### config.mk
export PLATFORM = sky130hd
export DESIGN_NAME = range_frame_decode_filter
export DESIGN_NICKNAME = d
export VERILOG_FILES = /design/src/sv/rfdf_pkg.sv /design/src/sv/rfdf_queue.sv /design/src/sv/rfdf_front.sv /design/src/sv/rfdf_back.sv /design/src/sv/range_frame_decode_filter.sv
export SDC_FILE = /design/constraint.sdc
export NUM_CORES = 2
export LEC_CHECK = 0
export BUFFER_PORTS_ARGS = -buffer_cell sky130_fd_sc_hd__buf_2
export CAP_MARGIN = 20
export CORE_ASPECT_RATIO = 2
export CORE_MARGIN = 2
export CORE_UTILIZATION = 30
export CTS_CLUSTER_SIZE = 25
export DETAILED_ROUTE_END_ITERATION = 7
export PLACE_DENSITY = 0.4
export SYNTH_ARGS = -nofsm -noshare
export SYNTH_HDL_FRONTEND = slang
export SYNTH_SLANG_ARGS = --single-unit
### constraint.sdc
create_clock -name clk -period 9.51 [get_ports clk]
set_clock_uncertainty 0.05 [all_clocks]
set_input_delay 0.4755 -clock clk [delete_from_list [all_inputs] [get_ports clk]]
set_output_delay 0.4755 -clock clk [all_outputs]
set_load 0.01 [all_outputs]
### src/sv/rfdf_pkg.sv
package rfdf_pkg;

	localparam int MAX_SAMPLES = 32;
	localparam int FRAME_BYTES = 7;
	localparam int Q_DEPTH = 2;

	localparam int IDX_W = (MAX_SAMPLES > 1) ? $clog2(MAX_SAMPLES) : 1;
	localparam int CNT_W = $clog2(MAX_SAMPLES + 1);
	localparam int WIN_IDX_W = $clog2(FRAME_BYTES);
	localparam int FILL_W = $clog2(FRAME_BYTES + 1);

	localparam logic [7:0] CH_T = 8'h54;
	localparam logic [7:0] CH_S = 8'h53;
	localparam logic [15:0] IDLE_MAX = 16'hFFFF;

	localparam logic [1:0] ST_GOOD = 2'd0;
	localparam logic [1:0] ST_OOR = 2'd1;
	localparam logic [1:0] ST_OFF = 2'd2;

	localparam logic [1:0] MODE_AVG = 2'd0;
	localparam logic [1:0] MODE_MEDIAN = 2'd1;
	localparam logic [1:0] MODE_DUAL = 2'd2;
	localparam logic [1:0] MODE_NONE = 2'd3;

	localparam logic [2:0] REG_FILTER_MODE = 3'd0;
	localparam logic [2:0] REG_SAMPLE_WINDOW = 3'd1;
	localparam logic [2:0] REG_RANGE_BIAS = 3'd2;
	localparam logic [2:0] REG_ALT_MIN = 3'd3;
	localparam logic [2:0] REG_ALT_MAX = 3'd4;
	localparam logic [2:0] REG_TIMEOUT = 3'd5;
	localparam logic [2:0] REG_FORCE_GOOD = 3'd6;
	localparam logic [2:0] REG_CRC_POLY = 3'd7;

	typedef struct packed {
		logic [1:0] filter_mode;
		logic [5:0] sample_window;
		logic signed [15:0] range_bias;
		logic signed [17:0] alt_min_mm;
		logic signed [17:0] alt_max_mm;
		logic [15:0] timeout_ticks;
		logic force_good;
		logic [7:0] crc_poly;
	} cfg_t;

	typedef struct packed {
		logic action;
		logic [7:0] rx_byte;
	} item_t;

	typedef struct packed {
		logic signed [17:0] altitude_mm;
		logic [1:0] status;
		logic fresh_value;
	} result_t;

	typedef struct packed {
		logic off;
		logic signed [17:0] range;
	} job_t;

	typedef enum logic [1:0] {
		F_IDLE,
		F_CHECK,
		F_CRC
	} front_state_t;

	typedef enum logic [2:0] {
		B_IDLE,
		B_DIV,
		B_MRDI,
		B_MCAPI,
		B_MRDJ,
		B_MCMP,
		B_STAT
	} back_state_t;

endpackage

### src/sv/rfdf_queue.sv
module rfdf_queue
	import rfdf_pkg::*;
(
	input logic clk,
	input logic arst_n,
	input logic wr,
	input job_t wr_data,
	output logic q_full,
	input logic rd,
	output job_t rd_data,
	output logic q_empty
);

	localparam int PTR_W = (Q_DEPTH > 1) ? $clog2(Q_DEPTH) : 1;
	localparam int QC_W = $clog2(Q_DEPTH + 1);

	job_t mem_q [Q_DEPTH];
	logic [PTR_W-1:0] wp_q;
	logic [PTR_W-1:0] rp_q;
	logic [QC_W-1:0] count_q;

	assign q_full = (count_q == QC_W'(Q_DEPTH));
	assign q_empty = (count_q == '0);
	assign rd_data = mem_q[rp_q];

	always_ff @(posedge clk or negedge arst_n) begin
		if (!arst_n) begin
			wp_q <= '0;
			rp_q <= '0;
			count_q <= '0;
		end else begin
			if (wr) begin
				wp_q <= (wp_q == PTR_W'(Q_DEPTH - 1)) ? '0 : wp_q + 1'b1;
			end
			if (rd) begin
				rp_q <= (rp_q == PTR_W'(Q_DEPTH - 1)) ? '0 : rp_q + 1'b1;
			end
			if (wr && !rd) begin
				count_q <= count_q + 1'b1;
			end else if (rd && !wr) begin
				count_q <= count_q - 1'b1;
			end
		end
	end

	always_ff @(posedge clk) begin
		if (wr) begin
			mem_q[wp_q] <= wr_data;
		end
	end

endmodule

### src/sv/rfdf_front.sv
module rfdf_front
	import rfdf_pkg::*;
(
	input logic clk,
	input logic arst_n,
	input cfg_t cfg,
	input logic push,
	input item_t item,
	output logic full,
	input logic q_full,
	output logic enq,
	output job_t enq_job
);

	front_state_t state_q;
	front_state_t state_d;
	logic [7:0] win_q [FRAME_BYTES];
	logic [FILL_W-1:0] fill_q;
	logic [15:0] idle_q;
	logic off_q;
	logic [7:0] crc_q;
	logic [2:0] cidx_q;

	logic accept;
	logic [15:0] idle_inc;
	logic tick_fire;
	logic [3:0] len;
	logic [3:0] base;
	logic frame_ok;
	logic [7:0] crc_byte;
	logic [7:0] crc_next;
	logic crc_last;
	logic crc_match;
	logic frame_done;
	logic [15:0] raw_range;

	assign accept = push && !full;
	assign idle_inc = (idle_q == IDLE_MAX) ? idle_q : idle_q + 1'b1;
	assign tick_fire = (idle_inc > cfg.timeout_ticks) && !off_q;

	always_comb begin
		len = (cfg.filter_mode == MODE_DUAL) ? 4'd7 : 4'd4;
		base = 4'(FRAME_BYTES) - len;
		frame_ok = 1'b1;
		if (cfg.filter_mode == MODE_NONE) begin
			frame_ok = 1'b0;
		end
		if (len > 4'(FRAME_BYTES)) begin
			frame_ok = 1'b0;
		end else begin
			if (fill_q < FILL_W'(len)) begin
				frame_ok = 1'b0;
			end
			if (win_q[WIN_IDX_W'(base)] != CH_T) begin
				frame_ok = 1'b0;
			end
			if (len == 4'd7 && win_q[WIN_IDX_W'(base + 4'd3)] != CH_S) begin
				frame_ok = 1'b0;
			end
		end
	end

	always_comb begin
		logic [7:0] c;
		c = crc_q ^ crc_byte;
		for (int k = 0; k < 8; k++) begin
			c = c[7] ? ({c[6:0], 1'b0} ^ cfg.crc_poly) : {c[6:0], 1'b0};
		end
		crc_next = c;
	end

	assign crc_byte = win_q[WIN_IDX_W'(base + 4'(cidx_q))];
	assign crc_last = (4'(cidx_q) == len - 4'd2);
	assign crc_match = (crc_next == win_q[FRAME_BYTES-1]);
	assign raw_range = {win_q[WIN_IDX_W'(base + 4'd1)], win_q[WIN_IDX_W'(base + 4'd2)]};
	assign frame_done = (state_q == F_CRC) && crc_last && crc_match && !q_full;

	always_comb begin
		state_d = state_q;
		case (state_q)
			F_IDLE: begin
				if (accept && !item.action) begin
					state_d = F_CHECK;
				end
			end
			F_CHECK: begin
				state_d = frame_ok ? F_CRC : F_IDLE;
			end
			F_CRC: begin
				if (crc_last && (!crc_match || !q_full)) begin
					state_d = F_IDLE;
				end
			end
			default: begin
				state_d = F_IDLE;
			end
		endcase
	end

	always_comb begin
		full = (state_q != F_IDLE) || q_full;
		enq = 1'b0;
		enq_job.off = 1'b0;
		enq_job.range = 18'($signed({2'b00, raw_range})) + 18'(cfg.range_bias);
		case (state_q)
			F_IDLE: begin
				if (accept && item.action && tick_fire) begin
					enq = 1'b1;
					enq_job.off = 1'b1;
				end
			end
			F_CRC: begin
				enq = frame_done;
			end
			default: begin
				enq = 1'b0;
			end
		endcase
	end

	always_ff @(posedge clk or negedge arst_n) begin
		if (!arst_n) begin
			state_q <= F_IDLE;
			fill_q <= '0;
			idle_q <= '0;
			off_q <= 1'b1;
			for (int i = 0; i < FRAME_BYTES; i++) begin
				win_q[i] <= '0;
			end
		end else begin
			state_q <= state_d;
			if (accept && item.action) begin
				idle_q <= idle_inc;
				if (tick_fire) begin
					off_q <= 1'b1;
				end
			end
			if (accept && !item.action) begin
				for (int i = 0; i < FRAME_BYTES - 1; i++) begin
					win_q[i] <= win_q[i+1];
				end
				win_q[FRAME_BYTES-1] <= item.rx_byte;
				if (fill_q != FILL_W'(FRAME_BYTES)) begin
					fill_q <= fill_q + 1'b1;
				end
			end
			if (frame_done) begin
				fill_q <= '0;
				idle_q <= '0;
				off_q <= 1'b0;
			end
		end
	end

	always_ff @(posedge clk) begin
		if (state_q == F_CHECK) begin
			crc_q <= '0;
			cidx_q <= '0;
		end else if (state_q == F_CRC && !crc_last) begin
			crc_q <= crc_next;
			cidx_q <= cidx_q + 1'b1;
		end
	end

endmodule

### src/sv/rfdf_back.sv
module rfdf_back
	import rfdf_pkg::*;
(
	input logic clk,
	input logic arst_n,
	input cfg_t cfg,
	input logic q_empty,
	input job_t q_job,
	output logic q_pop,
	output logic empty,
	input logic pop,
	output result_t result
);

	back_state_t state_q;
	back_state_t state_d;
	logic signed [17:0] store_q [MAX_SAMPLES];
	logic signed [17:0] rd_q;
	logic signed [17:0] alt_q;
	logic signed [23:0] sum_q;
	logic [CNT_W-1:0] cnt_q;
	logic fresh_q;
	logic out_valid_q;
	result_t out_q;
	logic [23:0] dq_q;
	logic [5:0] rem_q;
	logic [5:0] div_q;
	logic neg_q;
	logic [4:0] dcnt_q;
	logic [IDX_W-1:0] mi_q;
	logic [IDX_W-1:0] mj_q;
	logic [CNT_W-1:0] rank_q;
	logic signed [17:0] vi_q;

	logic [CNT_W-1:0] n_eff;
	logic [CNT_W-1:0] cnt_inc;
	logic signed [23:0] sum_inc;
	logic [6:0] rem_sh;
	logic div_bit;
	logic [5:0] rem_nx;
	logic [23:0] quo;
	logic div_last;
	logic less;
	logic [CNT_W-1:0] rank_nx;
	logic scan_last;
	logic [IDX_W-1:0] rd_addr;
	logic [1:0] status_nx;
	logic load_stat;
	logic load_off;

	always_comb begin
		if (cfg.sample_window == '0) begin
			n_eff = CNT_W'(1);
		end else if ({1'b0, cfg.sample_window} > 7'(MAX_SAMPLES)) begin
			n_eff = CNT_W'(MAX_SAMPLES);
		end else begin
			n_eff = CNT_W'(cfg.sample_window);
		end
	end

	assign cnt_inc = cnt_q + 1'b1;
	assign sum_inc = sum_q + 24'(q_job.range);

	assign rem_sh = {rem_q, dq_q[23]};
	assign div_bit = (rem_sh >= {1'b0, div_q});
	assign rem_nx = div_bit ? 6'(rem_sh - {1'b0, div_q}) : rem_sh[5:0];
	assign quo = {dq_q[22:0], div_bit};
	assign div_last = (dcnt_q == 5'd23);

	assign less = (rd_q < vi_q) || ((rd_q == vi_q) && (mj_q < mi_q));
	assign rank_nx = rank_q + CNT_W'(less);
	assign scan_last = (CNT_W'(mj_q) == n_eff - 1'b1);
	assign rd_addr = (state_q == B_MRDI) ? mi_q : mj_q;

	assign status_nx = (cfg.force_good || (alt_q > cfg.alt_min_mm && alt_q < cfg.alt_max_mm))
		? ST_GOOD : ST_OOR;

	always_comb begin
		state_d = state_q;
		case (state_q)
			B_IDLE: begin
				if (q_pop && !q_job.off) begin
					if (cnt_inc >= n_eff) begin
						state_d = (cfg.filter_mode == MODE_MEDIAN) ? B_MRDI : B_DIV;
					end else begin
						state_d = B_STAT;
					end
				end
			end
			B_DIV: begin
				if (div_last) begin
					state_d = B_STAT;
				end
			end
			B_MRDI: begin
				state_d = B_MCAPI;
			end
			B_MCAPI: begin
				state_d = B_MRDJ;
			end
			B_MRDJ: begin
				state_d = B_MCMP;
			end
			B_MCMP: begin
				if (!scan_last) begin
					state_d = B_MRDJ;
				end else if (rank_nx == (n_eff >> 1)) begin
					state_d = B_STAT;
				end else begin
					state_d = B_MRDI;
				end
			end
			B_STAT: begin
				state_d = B_IDLE;
			end
			default: begin
				state_d = B_IDLE;
			end
		endcase
	end

	always_comb begin
		q_pop = 1'b0;
		load_off = 1'b0;
		load_stat = 1'b0;
		case (state_q)
			B_IDLE: begin
				q_pop = !q_empty && !out_valid_q;
				load_off = q_pop && q_job.off;
			end
			B_STAT: begin
				load_stat = 1'b1;
			end
			default: begin
				q_pop = 1'b0;
			end
		endcase
	end

	assign empty = !out_valid_q;
	assign result = out_q;

	always_ff @(posedge clk or negedge arst_n) begin
		if (!arst_n) begin
			state_q <= B_IDLE;
			out_valid_q <= 1'b0;
			alt_q <= '0;
			sum_q <= '0;
			cnt_q <= '0;
		end else begin
			state_q <= state_d;
			if (load_off || load_stat) begin
				out_valid_q <= 1'b1;
			end else if (pop) begin
				out_valid_q <= 1'b0;
			end
			if (q_pop && !q_job.off) begin
				if (cfg.filter_mode == MODE_MEDIAN) begin
					cnt_q <= (cnt_inc >= n_eff) ? '0 : cnt_inc;
				end else begin
					sum_q <= (cnt_inc >= n_eff) ? '0 : sum_inc;
					cnt_q <= (cnt_inc >= n_eff) ? '0 : cnt_inc;
				end
			end
			if (state_q == B_DIV && div_last) begin
				alt_q <= neg_q ? 18'(-quo) : 18'(quo);
			end
			if (state_q == B_MCMP && scan_last && rank_nx == (n_eff >> 1)) begin
				alt_q <= vi_q;
			end
		end
	end

	always_ff @(posedge clk) begin
		rd_q <= store_q[rd_addr];
		if (q_pop && !q_job.off && cfg.filter_mode == MODE_MEDIAN
			&& cnt_q < CNT_W'(MAX_SAMPLES)) begin
			store_q[cnt_q[IDX_W-1:0]] <= q_job.range;
		end
		if (q_pop && !q_job.off) begin
			fresh_q <= (cnt_inc >= n_eff);
			neg_q <= sum_inc[23];
			dq_q <= sum_inc[23] ? 24'(-sum_inc) : 24'(sum_inc);
			rem_q <= '0;
			div_q <= 6'(cnt_inc);
			dcnt_q <= '0;
			mi_q <= '0;
			mj_q <= '0;
			rank_q <= '0;
		end
		if (state_q == B_DIV) begin
			dq_q <= quo;
			rem_q <= rem_nx;
			dcnt_q <= dcnt_q + 1'b1;
		end
		if (state_q == B_MCAPI) begin
			vi_q <= rd_q;
		end
		if (state_q == B_MCMP) begin
			if (scan_last) begin
				mi_q <= mi_q + 1'b1;
				mj_q <= '0;
				rank_q <= '0;
			end else begin
				mj_q <= mj_q + 1'b1;
				rank_q <= rank_nx;
			end
		end
		if (load_off) begin
			out_q.altitude_mm <= alt_q;
			out_q.status <= ST_OFF;
			out_q.fresh_value <= 1'b0;
		end
		if (load_stat) begin
			out_q.altitude_mm <= alt_q;
			out_q.status <= status_nx;
			out_q.fresh_value <= fresh_q;
		end
	end

endmodule

### src/sv/range_frame_decode_filter.sv
// Decodes rangefinder frames from a byte and tick stream and filters the ranges.
// A tick is taken while the front end is idle. A byte is shifted in, its frame
// markers are then tested and, when they match, the byte-serial CRC unit in the
// front end steps over the bytes that the CRC covers (three for a single frame,
// six for a dual frame). A valid frame is queued to the back end, which gives a
// status-only result when no filtered value is due, runs a 24-step divider for an
// averaged value and, for a median of n samples, a rank selection that scans the
// sample memory through its single read port.
module range_frame_decode_filter
	import rfdf_pkg::*;
(
	input logic clk,
	input logic arst_n,
	input logic push,
	output logic full,
	input item_t item,
	output logic empty,
	input logic pop,
	output result_t result,
	input logic cfg_we,
	input logic [2:0] cfg_index,
	input logic [17:0] cfg_data
);

	cfg_t cfg_q;
	logic enq;
	job_t enq_job;
	logic q_full;
	logic q_empty;
	logic q_pop;
	job_t q_job;

	always_ff @(posedge clk or negedge arst_n) begin
		if (!arst_n) begin
			cfg_q.filter_mode <= MODE_AVG;
			cfg_q.sample_window <= 6'd1;
			cfg_q.range_bias <= '0;
			cfg_q.alt_min_mm <= '0;
			cfg_q.alt_max_mm <= 18'sd65535;
			cfg_q.timeout_ticks <= 16'd100;
			cfg_q.force_good <= 1'b0;
			cfg_q.crc_poly <= 8'h07;
		end else if (cfg_we) begin
			case (cfg_index)
				REG_FILTER_MODE: cfg_q.filter_mode <= cfg_data[1:0];
				REG_SAMPLE_WINDOW: cfg_q.sample_window <= cfg_data[5:0];
				REG_RANGE_BIAS: cfg_q.range_bias <= cfg_data[15:0];
				REG_ALT_MIN: cfg_q.alt_min_mm <= cfg_data;
				REG_ALT_MAX: cfg_q.alt_max_mm <= cfg_data;
				REG_TIMEOUT: cfg_q.timeout_ticks <= cfg_data[15:0];
				REG_FORCE_GOOD: cfg_q.force_good <= cfg_data[0];
				REG_CRC_POLY: cfg_q.crc_poly <= cfg_data[7:0];
				default: cfg_q <= cfg_q;
			endcase
		end
	end

	rfdf_front u_front (
		.clk(clk),
		.arst_n(arst_n),
		.cfg(cfg_q),
		.push(push),
		.item(item),
		.full(full),
		.q_full(q_full),
		.enq(enq),
		.enq_job(enq_job)
	);

	rfdf_queue u_queue (
		.clk(clk),
		.arst_n(arst_n),
		.wr(enq),
		.wr_data(enq_job),
		.q_full(q_full),
		.rd(q_pop),
		.rd_data(q_job),
		.q_empty(q_empty)
	);

	rfdf_back u_back (
		.clk(clk),
		.arst_n(arst_n),
		.cfg(cfg_q),
		.q_empty(q_empty),
		.q_job(q_job),
		.q_pop(q_pop),
		.empty(empty),
		.pop(pop),
		.result(result)
	);

`ifndef ASSERT_OFF
	a_fresh_not_off: assert property (@(posedge clk) disable iff (!arst_n)
		(!empty && result.fresh_value) |-> (result.status != ST_OFF))
		else $error("A fresh result carries status off.");

	a_byte_busy: assert property (@(posedge clk) disable iff (!arst_n)
		(push && !full && !item.action) |=> full)
		else $error("Front end took a byte without testing it.");

	a_result_held: assert property (@(posedge clk) disable iff (!arst_n)
		(!empty && !pop) |=> (!empty && $stable(result)))
		else $error("Waiting result changed before its transfer.");
`endif

endmodule
==> impl_metrics.toml <==
[outcome]
status = "complete, no violations"

[clock_tree]
cts.path.max_buffers = 3
cts_hold_buffers = 20
cts_resized = 0
cts_max_level = 3
root_buffer = "clkbuf_16"
clock_sinks = 960
cts_buffers = 98
path_clk_slew_ps = 60
clk-insertion-delay-late_ps = 710
post_cts_buffers = 0
cts_tree = "built"

[sta]
hold_slack_ps = 65.9
max_freq_mhz = 115
setup_viol = 0
max_slew.worst_pin.slew_ps = 1070
hold_violations = 0
max_slew_margin_pct = 28.6
period_minus_slack_ps = 8710
drv_slew = 0
tns_ps = 0
fin_crit_sh_pct = 91.6
rsz0062_at_grt = "no"

[layout]
nNetsFinal = 4181
drive_above_1_share_pct = 12.5
nFillCells = 15100
final_core_util_pct = 34.3
area_growth_pct = 13.9

[power_and_ir_drop]
irDropWorstVdd_mv = 0.232
power_mw = 18.0
internal-power_mw = 10.6
p_sw_mw = 7.38
pwr-share-comb_pct = 44.6
switching_share_pct = 41.1
power.density_mw_per_mm2 = 344
p_clk_share_pct = 21.9
cellLeakagePower_nw = 19.3
seqPwrFrac_pct = 33.5

[global_routing]
first_global_vias = 30600
grt.overflow.total = 0
antenna_found_initial = 2
grt_pass1_wl_um = 204000
grt_max_degree = 152
track_usage_pct = 17.4

[logic_synthesis]
synth_edf_count = 707
syn-mean-instance-area_sq_um = 11.6
synth-seq-area-share_pct = 59.7
ys_top_cells_by_count = "707 x edfxtp_1, 654 x nand2_1, 215 x a211oi_1"
ys.flop_type = "edfxtp_1"
synth_cell_type_count = 91
synth.ff_latch_count = 960
synthArstFlopShare_pct = 22.8
yosysTopAreaCell = "edfxtp_1"
yosysMostFrequentCell = "edfxtp_1"
synth_cells = 3942
syn_area_sq_mm = 0.0459
ys_top_cells_by_area = "edfxtp_1 46%, dfrtp_1 11%, nand2_1 5.3%"
synth_nets = 4126
synth_top_area_share_pct = 46.2
ys_warn_count = 0

[flow_run]
max_cap_violations = 0

[drt]
finalWirelength_um = 136000
vias = 30400
drt_pass1_iterations = 5
drc = 0
wl_per_cell_um = 22.5
first_iter_violations = 1855
vias_per_cell = 5.04
antenna_left = 0

[placed_design]
place.gp.congestion = 0.813
io_buffers = 57
hpwl_um = 86700

[worst_setup_path]
critPathMostFrequentCell = "buf_4"
crit_slowest_cell = "and2_1"
critical_path_class = "reg -> reg"
crit_buf_inv = 4
critPathMaxStageDelay_ps = 820
crit_chain = "nand2b_1 > buf_4 > clkinv_1 > buf_4 > fa_1 > xnor2_4 > mux4_2 > xnor2_2 > buf_4 > a22o_1 > nor4_2 > nor2_1 > nand3_1 > a31oi_1 > or2_1 > o21a_1 > o211a_1 > mux2i_1 > a221oi_1 > xor3_1 > or3_1 > nor4_4 > or2_4 > and2_1"
cp_top_family = "simple AND/OR/NAND/NOR gates"
cp-end-kind = "register"
startpoint_type = "register"
cp.arrival_ps = 8960
crit_required_ps = 9770
r2r_start = "cfg_q[84]$_DFFE_PN0P_"
cp-startpoint = "cfg_q[84]$_DFFE_PN0P_"
cp_max_fo = 19

[die]
ioPinCount = 58
placementRows = 203
core_sq_mm = 0.152
die_w_um = 281
initial_core_util_pct = 30.1
die_h_um = 557
die_area_sq_mm = 0.156

[min_path]
worstHoldStart = "cfg_data[6]"
hp-class = "in -> reg"
[sequential cells by signal, indices dropped and copies added, names as in the netlist, 6 cells and up]
signal / count
u_front.idle_q: 16
u_back.result: 21
u_back.rd_q: 18
u_back.rem_q: 6
u_back.rank_q: 6
u_front.win_q: 56
cfg_q: 85
u_back.vi_q: 18
u_queue.mem_q: 38
u_back.div_q: 6
u_front.crc_q: 8
u_back.sum_q: 24
u_back.dq_q: 24
u_back.alt_q: 18
u_back.cnt_q: 6
u_back.store_q: 576
[per-layer routing]
| metal | routed length [um] | part of all wire, % | global-route usage [%] | vias to the layer above |
|---|---|---|---|---|
| met2 | 69000 | 51 | 30.8 | 521 |
| met3 | 4080 | 3.0 | 1.72 | 139 |
| met1 | 59900 | 44 | 22.4 | 15200 |
| met4 | 2780 | 2.0 | 4.65 | 0 |
| li1 | - | - | - | 14600 |
| met5 | 0 | 0 | 0 | - |
[final timing paths]
check                           slack, ps                       endpoint  depth (start not counted)
worst max-delay path                  800  u_queue.mem_q[1][4]$_DFFE_PP_                         24
worst min-delay path                   70          cfg_q[31]$_DFFE_PN1P_                          3
worst max register to register        800  u_queue.mem_q[1][4]$_DFFE_PP_                         24
worst min register to register        390       u_back.vi_q[0]$_DFFE_PN_                          0
max in group asynchronous            7600  u_front.win_q[53]$_DFFE_PN0P_                          3
min in group asynchronous             330           cfg_q[4]$_DFFE_PN0P_                          2
[tightest hold or removal path, cell delays in order]
cell	delay, ps
buf_2	180
nand2_1	80
o21ai_0	70
[area by class of cell]
type                    instances  area, sq um  share of cell area (%)
repair buffers                172         1340                    2.57
well taps                    1947         2440                    4.66
diodes                          1         2.50                 0.00479
inverters                     147          552                    1.06
multi-input cells            2618        17300                    33.0
clock inverters                61          594                    1.14
flip-flops and latches        960        27400                    52.4
clock buffers                 122         2670                    5.10
[cell usage in the layout (no fill, tap or decap), drive strengths merged, types with 20 or more instances in the layout]
cell and count:
xor2 63, and2 153, mux2 100, clkbuf 123, buf 151, nand2 654, nor2 188, nand4 27
dlygate4sd3 20, nand3 77, a311oi 75, a31oi 82, nor2b 26, dfxtp 34, dfrtp 195, clkinv 50
nand2b 30, inv 148, a21oi 153, nor3 33, ha 145, o21ai 155, edfxtp 707, dfstp 24
a211oi 217, xnor2 116, a21o 56, mux2i 41
[stage by stage]
step / cells / cell area, sq um / setup slack [ps]
after floorplan: 3942 / 45900 / 1620
after global placement: 5817 / 48700 / 808
after detailed placement: 5822 / 48800 / 799
after CTS: 6025 / 52300 / 738
after global routing: 6028 / 52300 / 140
final: 6028 / 52300 / 802
[cells by family (layout without fill, tap and decap cells)]
logic type                 Yosys count  count (layout)  share of synthesized area (%)
and+or+nand+nor                   1264            1264                           12.6
DFF                                960             960                           59.7
AOI/OAI and AO/OA                  873             873                           12.9
buffers and inverters              364             502                           3.03
xor gates and xnor gates           183             183                           3.83
adders and majority gates          149             149                           4.13
muxes                              149             149                           3.75
other                                0               1                              0
[power groups by stage]
stage	registers, mW	logic, mW	clock network, mW
after global routing	6.08	8.93	4.23
final	6.02	8.01	3.94
after floorplan	5.77	5.84	0
after detailed placement	6.10	8.11	0
after CTS	6.02	8.16	4.09
after global placement	6.10	8.05	0
Power figures use the tool's default switching activity.
